`src/ydte_pkg.sv`:
```
// ----------------------------------------------------------------------------
// ydte_pkg
// Beat types and constants for the year / day-of-year / time to epoch block.
// ----------------------------------------------------------------------------
`default_nettype none

package ydte_pkg;

	localparam int YearW   = 12;
	localparam int DoyW    = 9;
	localparam int HourW   = 5;
	localparam int MinuteW = 6;
	localparam int SecondW = 6;
	localparam int NsW     = 30;
	localparam int EpochSW = 34;
	localparam int EpochNW = 64;

	localparam int CentW   = 6;
	localparam int DaysW   = 21;
	localparam int HmsW    = 17;
	localparam int TimeW   = 38;
	localparam int SplitW  = 19;

	localparam logic [YearW-1:0] EpochYear     = 12'd1970;
	localparam logic [YearW-1:0] LeapBaseYear  = 12'd1968;
	localparam logic [YearW-1:0] Century       = 12'd100;
	localparam logic [12:0]      Recip100      = 13'd5243;
	localparam int               Recip100Shift = 19;
	localparam logic [DoyW-1:0]  LastDayFebLeap = 9'd60;

	localparam logic [DaysW-1:0] DaysPerYear = 21'd365;
	localparam logic [DaysW-1:0] LeapBias    = 21'd15;
	localparam logic [HmsW-1:0]  SecPerHour  = 17'd3600;
	localparam logic [HmsW-1:0]  SecPerMin   = 17'd60;
	localparam logic [TimeW-1:0] SecPerDay   = 38'd86400;
	localparam logic [NsW-1:0]   NsPerSecond = 30'd1000000000;

	typedef struct packed {
		logic [YearW-1:0]   year;
		logic [DoyW-1:0]    day_of_year;
		logic [HourW-1:0]   hour;
		logic [MinuteW-1:0] minute;
		logic [SecondW-1:0] second;
		logic [NsW-1:0]     nanosecond;
	} ydte_in_t;

	typedef struct packed {
		logic [EpochSW-1:0] epoch_seconds;
		logic [EpochNW-1:0] epoch_nanoseconds;
	} ydte_out_t;

endpackage

`default_nettype wire

```
`src/year_doy_time_to_epoch.sv`:
```
// ----------------------------------------------------------------------------
// year_doy_time_to_epoch: six-stage pipeline.
// Throughput is one beat per cycle; stalls stop only the stages that are full.
// Reset clears the stage valid bits; the data registers are not reset.
// ----------------------------------------------------------------------------
`default_nettype none

module year_doy_time_to_epoch (
	input  wire logic              clk,
	input  wire logic              arst_n,
	input  wire logic              item_valid,
	output logic                   item_stall,
	input  wire ydte_pkg::ydte_in_t item,
	output logic                   result_valid,
	input  wire logic              result_stall,
	output ydte_pkg::ydte_out_t    result
);

	logic v_s1, v_s2, v_s3, v_s4, v_s5, v_s6;
	logic rdy_s1, rdy_s2, rdy_s3, rdy_s4, rdy_s5, rdy_s6;

	logic [ydte_pkg::YearW-1:0]   ysat;
	logic [24:0]                  prod100;
	logic [ydte_pkg::YearW-1:0]   y_s1;
	logic [ydte_pkg::CentW-1:0]   q_s1;
	logic [ydte_pkg::DoyW-1:0]    doy_s1;
	logic [ydte_pkg::HourW-1:0]   hour_s1;
	logic [ydte_pkg::MinuteW-1:0] min_s1;
	logic [ydte_pkg::SecondW-1:0] sec_s1;
	logic [ydte_pkg::NsW-1:0]     ns_s1;

	logic [ydte_pkg::YearW-1:0]   q100;
	logic                         cent, leap, adj;
	logic [ydte_pkg::YearW-1:0]   yoff_s2, ya_s2;
	logic [ydte_pkg::CentW-1:0]   qa_s2;
	logic [ydte_pkg::DoyW-1:0]    doy_s2;
	logic [ydte_pkg::HourW-1:0]   hour_s2;
	logic [ydte_pkg::MinuteW-1:0] min_s2;
	logic [ydte_pkg::SecondW-1:0] sec_s2;
	logic [ydte_pkg::NsW-1:0]     ns_s2;

	logic [ydte_pkg::YearW-1:0]   yl;
	logic [ydte_pkg::DaysW-1:0]   days;
	logic [ydte_pkg::HmsW-1:0]    hms;
	logic signed [ydte_pkg::DaysW-1:0] days_s3;
	logic [ydte_pkg::HmsW-1:0]    hms_s3;
	logic [ydte_pkg::NsW-1:0]     ns_s3;

	logic signed [ydte_pkg::TimeW-1:0] tsec;
	logic signed [ydte_pkg::TimeW-1:0] t_s4;
	logic [ydte_pkg::NsW-1:0]     ns_s4;

	logic [ydte_pkg::SplitW+ydte_pkg::NsW-1:0]        pl_s5;
	logic signed [ydte_pkg::SplitW+ydte_pkg::NsW:0]   ph_s5;
	logic [ydte_pkg::EpochSW-1:0] sec_s5;
	logic [ydte_pkg::NsW-1:0]     ns_s5;

	logic [ydte_pkg::EpochNW-1:0] nano;
	ydte_pkg::ydte_out_t          res_s6;

	assign rdy_s6 = !v_s6 || !result_stall;
	assign rdy_s5 = !v_s5 || rdy_s6;
	assign rdy_s4 = !v_s4 || rdy_s5;
	assign rdy_s3 = !v_s3 || rdy_s4;
	assign rdy_s2 = !v_s2 || rdy_s3;
	assign rdy_s1 = !v_s1 || rdy_s2;
	assign item_stall = !rdy_s1;

	always_ff @(posedge clk or negedge arst_n) begin
		if (!arst_n) begin
			v_s1 <= 1'b0;
			v_s2 <= 1'b0;
			v_s3 <= 1'b0;
			v_s4 <= 1'b0;
			v_s5 <= 1'b0;
			v_s6 <= 1'b0;
		end else begin
			if (rdy_s1) v_s1 <= item_valid;
			if (rdy_s2) v_s2 <= v_s1;
			if (rdy_s3) v_s3 <= v_s2;
			if (rdy_s4) v_s4 <= v_s3;
			if (rdy_s5) v_s5 <= v_s4;
			if (rdy_s6) v_s6 <= v_s5;
		end
	end

	// Years before the epoch saturate; the century count uses a reciprocal.
	always_comb begin
		ysat = (item.year < ydte_pkg::EpochYear) ? ydte_pkg::EpochYear : item.year;
		prod100 = 25'(ysat) * 25'(ydte_pkg::Recip100);
	end

	always_ff @(posedge clk) begin
		if (rdy_s1) begin
			y_s1    <= ysat;
			q_s1    <= prod100[ydte_pkg::Recip100Shift +: ydte_pkg::CentW];
			doy_s1  <= item.day_of_year;
			hour_s1 <= item.hour;
			min_s1  <= item.minute;
			sec_s1  <= item.second;
			ns_s1   <= item.nanosecond;
		end
	end

	// A leap year counts its own leap day only after February 29.
	always_comb begin
		q100 = {6'b0, q_s1} * ydte_pkg::Century;
		cent = (y_s1 == q100);
		leap = (y_s1[1:0] == 2'b00) && (!cent || (q_s1[1:0] == 2'b00));
		adj  = leap && (doy_s1 <= ydte_pkg::LastDayFebLeap);
	end

	always_ff @(posedge clk) begin
		if (rdy_s2) begin
			yoff_s2 <= y_s1 - ydte_pkg::EpochYear;
			ya_s2   <= y_s1 - {11'b0, adj};
			qa_s2   <= q_s1 - {5'b0, adj && cent};
			doy_s2  <= doy_s1;
			hour_s2 <= hour_s1;
			min_s2  <= min_s1;
			sec_s2  <= sec_s1;
			ns_s2   <= ns_s1;
		end
	end

	// The day count is at least minus one, so it wraps safely in this width.
	always_comb begin
		yl   = (ya_s2 - ydte_pkg::LeapBaseYear) >> 2;
		days = 21'(yoff_s2) * ydte_pkg::DaysPerYear + 21'(yl) - 21'(qa_s2)
			+ 21'(qa_s2 >> 2) + ydte_pkg::LeapBias + 21'(doy_s2) - 21'd1;
		hms  = 17'(hour_s2) * ydte_pkg::SecPerHour + 17'(min_s2) * ydte_pkg::SecPerMin
			+ 17'(sec_s2);
	end

	always_ff @(posedge clk) begin
		if (rdy_s3) begin
			days_s3 <= $signed(days);
			hms_s3  <= hms;
			ns_s3   <= ns_s2;
		end
	end

	always_comb begin
		tsec = $signed({{(ydte_pkg::TimeW-ydte_pkg::DaysW){days_s3[ydte_pkg::DaysW-1]}},
			days_s3}) * $signed(ydte_pkg::SecPerDay)
			+ $signed({{(ydte_pkg::TimeW-ydte_pkg::HmsW){1'b0}}, hms_s3});
	end

	always_ff @(posedge clk) begin
		if (rdy_s4) begin
			t_s4  <= tsec;
			ns_s4 <= ns_s3;
		end
	end

	// The nanosecond product is split into two partial products.
	always_ff @(posedge clk) begin
		if (rdy_s5) begin
			pl_s5  <= 49'(t_s4[ydte_pkg::SplitW-1:0]) * 49'(ydte_pkg::NsPerSecond);
			ph_s5  <= 50'($signed(t_s4[ydte_pkg::TimeW-1:ydte_pkg::SplitW]))
				* 50'($signed({1'b0, ydte_pkg::NsPerSecond}));
			sec_s5 <= t_s4[ydte_pkg::EpochSW-1:0];
			ns_s5  <= ns_s4;
		end
	end

	always_comb begin
		nano = ({{(ydte_pkg::EpochNW-50){ph_s5[49]}}, ph_s5} << ydte_pkg::SplitW)
			+ {15'b0, pl_s5} + {34'b0, ns_s5};
	end

	always_ff @(posedge clk) begin
		if (rdy_s6) begin
			res_s6.epoch_seconds     <= sec_s5;
			res_s6.epoch_nanoseconds <= nano;
		end
	end

	assign result_valid = v_s6;
	assign result       = res_s6;

`ifndef SYNTHESIS
	a_full_stalls_input: assert property (@(posedge clk) disable iff (!arst_n)
		(v_s1 && v_s2 && v_s3 && v_s4 && v_s5 && v_s6 && result_stall) |-> item_stall)
		else $error("full pipeline did not stall the input");

	a_stage_moves: assert property (@(posedge clk) disable iff (!arst_n)
		(v_s3 && rdy_s4) |=> v_s4)
		else $error("beat lost between stages three and four");

	a_input_enters: assert property (@(posedge clk) disable iff (!arst_n)
		(item_valid && !item_stall) |=> v_s1)
		else $error("accepted beat did not enter the pipeline");
`endif

endmodule

`default_nettype wire

```
`config.mk`:
```
export PLATFORM = sky130hd
export DESIGN_NAME = year_doy_time_to_epoch
export DESIGN_NICKNAME = d
export VERILOG_FILES = /design/src/ydte_pkg.sv /design/src/year_doy_time_to_epoch.sv
export SDC_FILE = /design/constraint.sdc
export NUM_CORES = 2
export LEC_CHECK = 0
export ABC_AREA = 1
export BUFFER_PORTS_ARGS = -buffer_cell sky130_fd_sc_hd__buf_2
export CORE_UTILIZATION = 30
export CTS_BUF_LIST = sky130_fd_sc_hd__clkbuf_4 sky130_fd_sc_hd__clkbuf_8
export DETAILED_ROUTE_END_ITERATION = 6
export PLACE_DENSITY_LB_ADDON = 0.1
export REMOVE_ABC_BUFFERS = 1
export SYNTH_ARGS = -nofsm -noshare
export SYNTH_HDL_FRONTEND = slang
export SYNTH_SLANG_ARGS = --single-unit
```
`constraint.sdc`:
```
create_clock -name clk -period 28.6 [get_ports clk]
set_clock_uncertainty 0.2 [all_clocks]
set_input_delay 4.29 -clock clk [delete_from_list [all_inputs] [get_ports clk]]
set_output_delay 4.29 -clock clk [all_outputs]
set_load 0.01 [all_outputs]
```
==> Word level (Yosys, flattened, before mapping) <==
Cells that the tools add are included.
{ "word_totals": {"ff_bits": 540, "input_bits": 72, "out_inout_bits": 100, "elab_cells": 80} }
{ "classes": {"addsub": 15, "mul": 8, "order_cmp": 2, "eq_ne": 1, "n_mux": 1, "reduce_logical": 21} }
{ "ops": {"columns": ["op", "count"], "rows": [
  ["64-bit by 30-bit adder with 64-bit output", 1],
  ["64-bit by 49-bit adder with 64-bit output", 1],
  ["19-bit by 21-bit multiplier with 40-bit output (second input constant)", 1],
  ["38-bit by 18-bit adder with 38-bit output", 1],
  ["19-bit by 22-bit multiplier with 36-bit output (second input constant)", 1],
  ["21-bit by 11-bit multiplier with 31-bit output (second input constant)", 1],
  ["12-bit by 13-bit multiplier with 25-bit output (second input constant)", 1],
  ["12-bit by 11-bit subtractor with 12-bit output (second input constant)", 2],
  ["21-bit by 10-bit adder with 21-bit output", 1],
  ["21-bit by 4-bit adder with 21-bit output", 1],
  ["21-bit by 4-bit adder with 21-bit output (second input constant)", 1],
  ["21-bit by 9-bit adder with 21-bit output", 1],
  ["12-bit by 9-bit multiplier with 21-bit output (second input constant)", 1],
  ["21-bit by 1-bit subtractor with 21-bit output (second input constant)", 1],
  ["21-bit by 6-bit subtractor with 21-bit output", 1],
  ["17-bit by 12-bit adder with 17-bit output", 1],
  ["17-bit by 6-bit adder with 17-bit output", 1],
  ["5-bit by 8-bit multiplier with 13-bit output (second input constant)", 1],
  ["12-bit equality test", 1],
  ["12-bit by 11-bit less-than comparator with 1-bit output (second input constant)", 1],
  ["12-bit two-way mux", 1],
  ["12-bit by 1-bit subtractor with 12-bit output", 1],
  ["6-bit by 4-bit multiplier with 10-bit output (second input constant)", 1],
  ["6-bit by 5-bit multiplier with 10-bit output (second input constant)", 1],
  ["other kinds (6)", 23]
]} }

==> Longest topological paths before layout <==
{ "depth": {"ltp_word": 8, "mapped_depth": 30, "depth_no_buf": 30} }

==> Worst setup path before layout <==
Ideal clock, no wire load.
{ "synth_timing": {"path_kind": "input to output", "from": "input result_stall", "to": "output item_stall", "arrival_time_ns": 14.337, "slack_ns": 9.773, "path_stages": 10, "path_buffers": 0, "path_cell_list": "nand2_1 -> nor2_1 -> inv_1 -> nor2_1 -> inv_1 -> nor2_1 -> inv_1 -> nor2_1 -> inv_1 -> nor2_1"} }
{ "synth_between": {"elab_chain_len": 8} }
{ "synth_rtl": {"columns": ["element", "line_no", "source"], "rows": [
  ["start: declaration", "year_doy_time_to_epoch.sv:15", "input wire logic result_stall,"],
  ["1-bit zero test", "year_doy_time_to_epoch.sv:61", "assign rdy_s6 = !v_s6 || !result_stall;"],
  ["1-bit logical OR", "year_doy_time_to_epoch.sv:61", null],
  ["1-bit logical OR", "year_doy_time_to_epoch.sv:62", "assign rdy_s5 = !v_s5 || rdy_s6;"],
  ["net rdy_s5", "year_doy_time_to_epoch.sv:20", "logic rdy_s1, rdy_s2, rdy_s3, rdy_s4, rdy_s5, rdy_s6;"],
  ["1-bit logical OR", "year_doy_time_to_epoch.sv:63", "assign rdy_s4 = !v_s4 || rdy_s5;"],
  ["net rdy_s4", "year_doy_time_to_epoch.sv:20", null],
  ["1-bit logical OR", "year_doy_time_to_epoch.sv:64", "assign rdy_s3 = !v_s3 || rdy_s4;"],
  ["net rdy_s3", "year_doy_time_to_epoch.sv:20", null],
  ["1-bit logical OR", "year_doy_time_to_epoch.sv:65", "assign rdy_s2 = !v_s2 || rdy_s3;"],
  ["net rdy_s2", "year_doy_time_to_epoch.sv:20", null],
  ["1-bit logical OR", "year_doy_time_to_epoch.sv:66", "assign rdy_s1 = !v_s1 || rdy_s2;"],
  ["1-bit zero test", "year_doy_time_to_epoch.sv:67", "assign item_stall = !rdy_s1;"],
  ["end: declaration", "year_doy_time_to_epoch.sv:12", "output logic item_stall,"]
]} }
The timed path passes the listed nets, and every way through them passes these cells.

==> Worst setup path after layout <==
{ "layout_timing": {"from": "input result_stall", "to": "output item_stall"} }
{ "layout_between": {"elab_chain_len": 8} }
{ "layout_rtl": {"columns": ["element", "line_no"], "rows": [
  ["1-bit zero test", "year_doy_time_to_epoch.sv:61"],
  ["1-bit logical OR", "year_doy_time_to_epoch.sv:61"],
  ["net rdy_s6", "year_doy_time_to_epoch.sv:20"],
  ["1-bit logical OR", "year_doy_time_to_epoch.sv:62"],
  ["net rdy_s5", "year_doy_time_to_epoch.sv:20"],
  ["1-bit logical OR", "year_doy_time_to_epoch.sv:63"],
  ["net rdy_s4", "year_doy_time_to_epoch.sv:20"],
  ["1-bit logical OR", "year_doy_time_to_epoch.sv:64"],
  ["net rdy_s3", "year_doy_time_to_epoch.sv:20"],
  ["1-bit logical OR", "year_doy_time_to_epoch.sv:65"],
  ["net rdy_s2", "year_doy_time_to_epoch.sv:20"],
  ["1-bit logical OR", "year_doy_time_to_epoch.sv:66"],
  ["1-bit zero test", "year_doy_time_to_epoch.sv:67"]
]} }
The timed path passes the listed nets, and every way through them passes these cells.

==> results.json <==
{
  "status": "finished, final reports clean",
  "max_cap_violations": 0,
  "grt_pass1_vias": 35500,
  "tightest_slew_ns": 0.965,
  "setup.worst_path.class": "input pin to primary output",
  "cts-buffers-inserted": 99,
  "arrival_ns": 8.43,
  "yosys-top-cells-area": "edfxtp_1 31%, fa_1 20%, ha_1 19%, inv_1 9.8%, nand2_1 5.0%",
  "slew_viol_final": 0,
  "crit_path_frequent_cell": "nor2_1",
  "synth_adder_area_share": 0.399,
  "fin_nets": 6701,
  "cts_resized": 0,
  "setup_viol": 0,
  "vias": 32900,
  "min_path_cells": 0,
  "synth_top_area_cell": "edfxtp_1",
  "viasPerCell": 4.32,
  "synth-simple-area-share": 0.0990,
  "antenna_found_initial": 4,
  "grt_first_pass_wirelength_um": 200000,
  "finalWirelength_um": 127000,
  "cp_max_fo": 94,
  "startpoint_type": "input pin",
  "synthFlopType": "edfxtp_1",
  "hpwlAfterDp_um": 108000,
  "synth_mux_area_frac": 0,
  "clk_latency_ns": 0.81,
  "r2r_start": "t_s4[27]",
  "clk_pin_slew_ns": 0.06,
  "hold_ws_ns": 0.198,
  "cp.required_ns": 24.11,
  "die_area_mm2": 0.171,
  "worstPathCellList": "buf_2 -> nand2_4 -> nor2_1 -> inv_6 -> nor2_1 -> clkinv_2 -> nor2_1 -> clkinv_2 -> nor2_1 -> inv_4 -> nor2_1 -> buf_2",
  "async_flop_share": 0.0112,
  "drt_pass1_iterations": 5,
  "grt_usage": 0.153,
  "ys_warn_count": 0,
  "maxSlewHeadroom": 0.357,
  "worst_path_max_delay_cell": "clkinv_2",
  "postCtsHoldBufs": 0,
  "syn-instance-count": 5044,
  "synth_compound_gate_area_share": 0.0495,
  "end_kind": "primary output",
  "synth_xor_area_frac": 0.0391,
  "clk_path_buf_depth": 3,
  "timing.fmax_mhz": 77.4,
  "cts_setup_buffers": 0,
  "netlist_area_mm2": 0.0508,
  "final.min_clock_period_ns": 12.92,
  "drtAntennaViolNets": 0,
  "rsz0062_at_grt": "false",
  "grt_start_max_net_pins": 95,
  "synth_top_area_share": 0.312,
  "ys_ff_latch": 534,
  "clock_sinks": 534,
  "io_buffers": 171,
  "hp-class": "register to register",
  "rr_worst_depth": 21,
  "cts_max_level": 3,
  "areaGrowthSynthToFinish_pct": 11.4,
  "gp_congestion": 0.858,
  "yosysUniqueCellTypes": 48,
  "drt_iter0_drc": 1255,
  "synth_top_family_by_area": "adder cells",
  "min_to": "sec_s2[1]",
  "final-hold-violation-count": 0,
  "min_period_over_period": 0.452,
  "root_buffer": "clkbuf_8",
  "syn-mean-instance-area_um2": 10.1,
  "fp.dieH_um": 414,
  "num_io_pins": 172,
  "critPathMaxStageDelay_ns": 0.56,
  "start_util": 0.303,
  "r2r-end": "ph_s5[37]",
  "drt-wirelength-per-cell_um": 16.7,
  "core_area_mm2": 0.168,
  "fillers": 17500,
  "setup_tns_ns": 0,
  "grt-ovfl-total": 0,
  "drc_errors": 0,
  "yosysSeqAreaShare": 0.315,
  "tritoncts": "built",
  "rows": 150,
  "die_w_um": 414,
  "synth-edff-count": 528,
  "drive_gt1_frac": 0.0730,
  "reg2reg_slack_ns": 21.94,
  "hold_start": "sec_s1[1]"
}
-- worst max path at each step --
| stage | start | endpoint | slack [ns] |
|---|---|---|---|
| 2_1_floorplan | result_stall | item_stall | 9.77 |
| 3_3_place_gp | result_stall | item_stall | 15.52 |
| 3_5_place_dp | result_stall | item_stall | 15.45 |
| 4_1_cts | result_stall | item_stall | 15.47 |
| 5_1_grt | result_stall | item_stall | 15.22 |
| 6_report | result_stall | item_stall | 15.68 |
-- cell usage after synthesis (5+ instances only) --
cell type,number
inv_1,1329
nand4_1,43
nor2_2,8
a21o_1,33
ha_1,791
a21boi_0,10
nand2_1,676
dfrtp_1,6
edfxtp_1,528
or2_2,10
o211ai_1,6
a21oi_1,202
o21a_1,7
fa_1,519
nand3b_1,8
o21ai_0,113
nor4_1,8
a211oi_1,5
nor3_1,30
o21bai_1,16
nor2_4,8
nand3_1,115
a31oi_1,29
nand2_2,17
xor2_1,152
xnor2_1,73
nor2_1,262
-- routing by layer --
metal | vias up | global-route usage | routed length (um)
met1 | 15700 | 0.198 | 58500
met4 | 0 | 0.0422 | 3230
met5 | - | 0 | 0
met2 | 453 | 0.264 | 61300
met3 | 171 | 0.0238 | 4210
li1 | 16600 | - | -
-- critical path: cells and delay by family --
family	cells	cell delay, ns
and+or+nand+nor	6	2.09
buffers and inverters	6	1.96
-- cells by family after synthesis --
family / after synthesis
DFF: 534
buffers and inverters: 1334
and+or+nand+nor: 1196
xor gates and xnor gates: 226
AOI/OAI and AO/OA: 444
adders and majority gates: 1310
-- metrics by stage --
stage | instance area, um^2 | util | cells | setup slack (ns)
final | 56600 | 0.337 | 7606 | 15.68
after detailed placement | 54500 | 0.325 | 7422 | 15.45
after global placement | 54500 | 0.325 | 7422 | 15.52
after floorplan | 50800 | - | 5040 | 9.77
after global routing | 56600 | 0.337 | 7605 | 15.22
after CTS | 56600 | 0.337 | 7602 | 15.47
-- state kept, by name, summed over array words and instances, names as in the netlist, 9 cells and up --
signal and flops:
yoff_s2 12, result 98, ns_s5 30, hms_s3 17
ns_s4 30, ns_s3 30, doy_s1 9, pl_s5 38
days_s3 21, ya_s2 10, ns_s2 30, sec_s5 34
y_s1 12, doy_s2 9, ns_s1 30, t_s4 38
ph_s5 34
-- placed cells by master, fill, tap and decap left out, types with 29 or more instances in the layout --
master    synthesis  final
edfxtp_1        528    528
xnor2_1          73     73
nand4_1          43     43
nand2_1         676    675
a31oi_1          29     29
a21o_1           33     33
ha_1            791    791
clkbuf_8          0    102
xor2_1          152    152
nand3_1         115    115
o21ai_0         113    113
a21oi_1         202    202
fa_1            519    519
nor2_1          262    262
inv_1          1329   1324
buf_2             1    171
nor3_1           30     30
-- area by class of cell --
class	count	area [um^2]	share of cell area
repair buffers	178	908	0.0160
multi-input cells	3176	29800	0.527
clock inverters	57	539	0.00953
well taps	2204	2760	0.0487
diodes	4	10.0	0.000177
flip-flops and latches	534	16000	0.283
clock buffers	123	1560	0.0276
inverters	1330	5000	0.0884
Power is not shown: default switching activity piles up to over one toggle a cycle in this logic, so the estimate is an artifact.
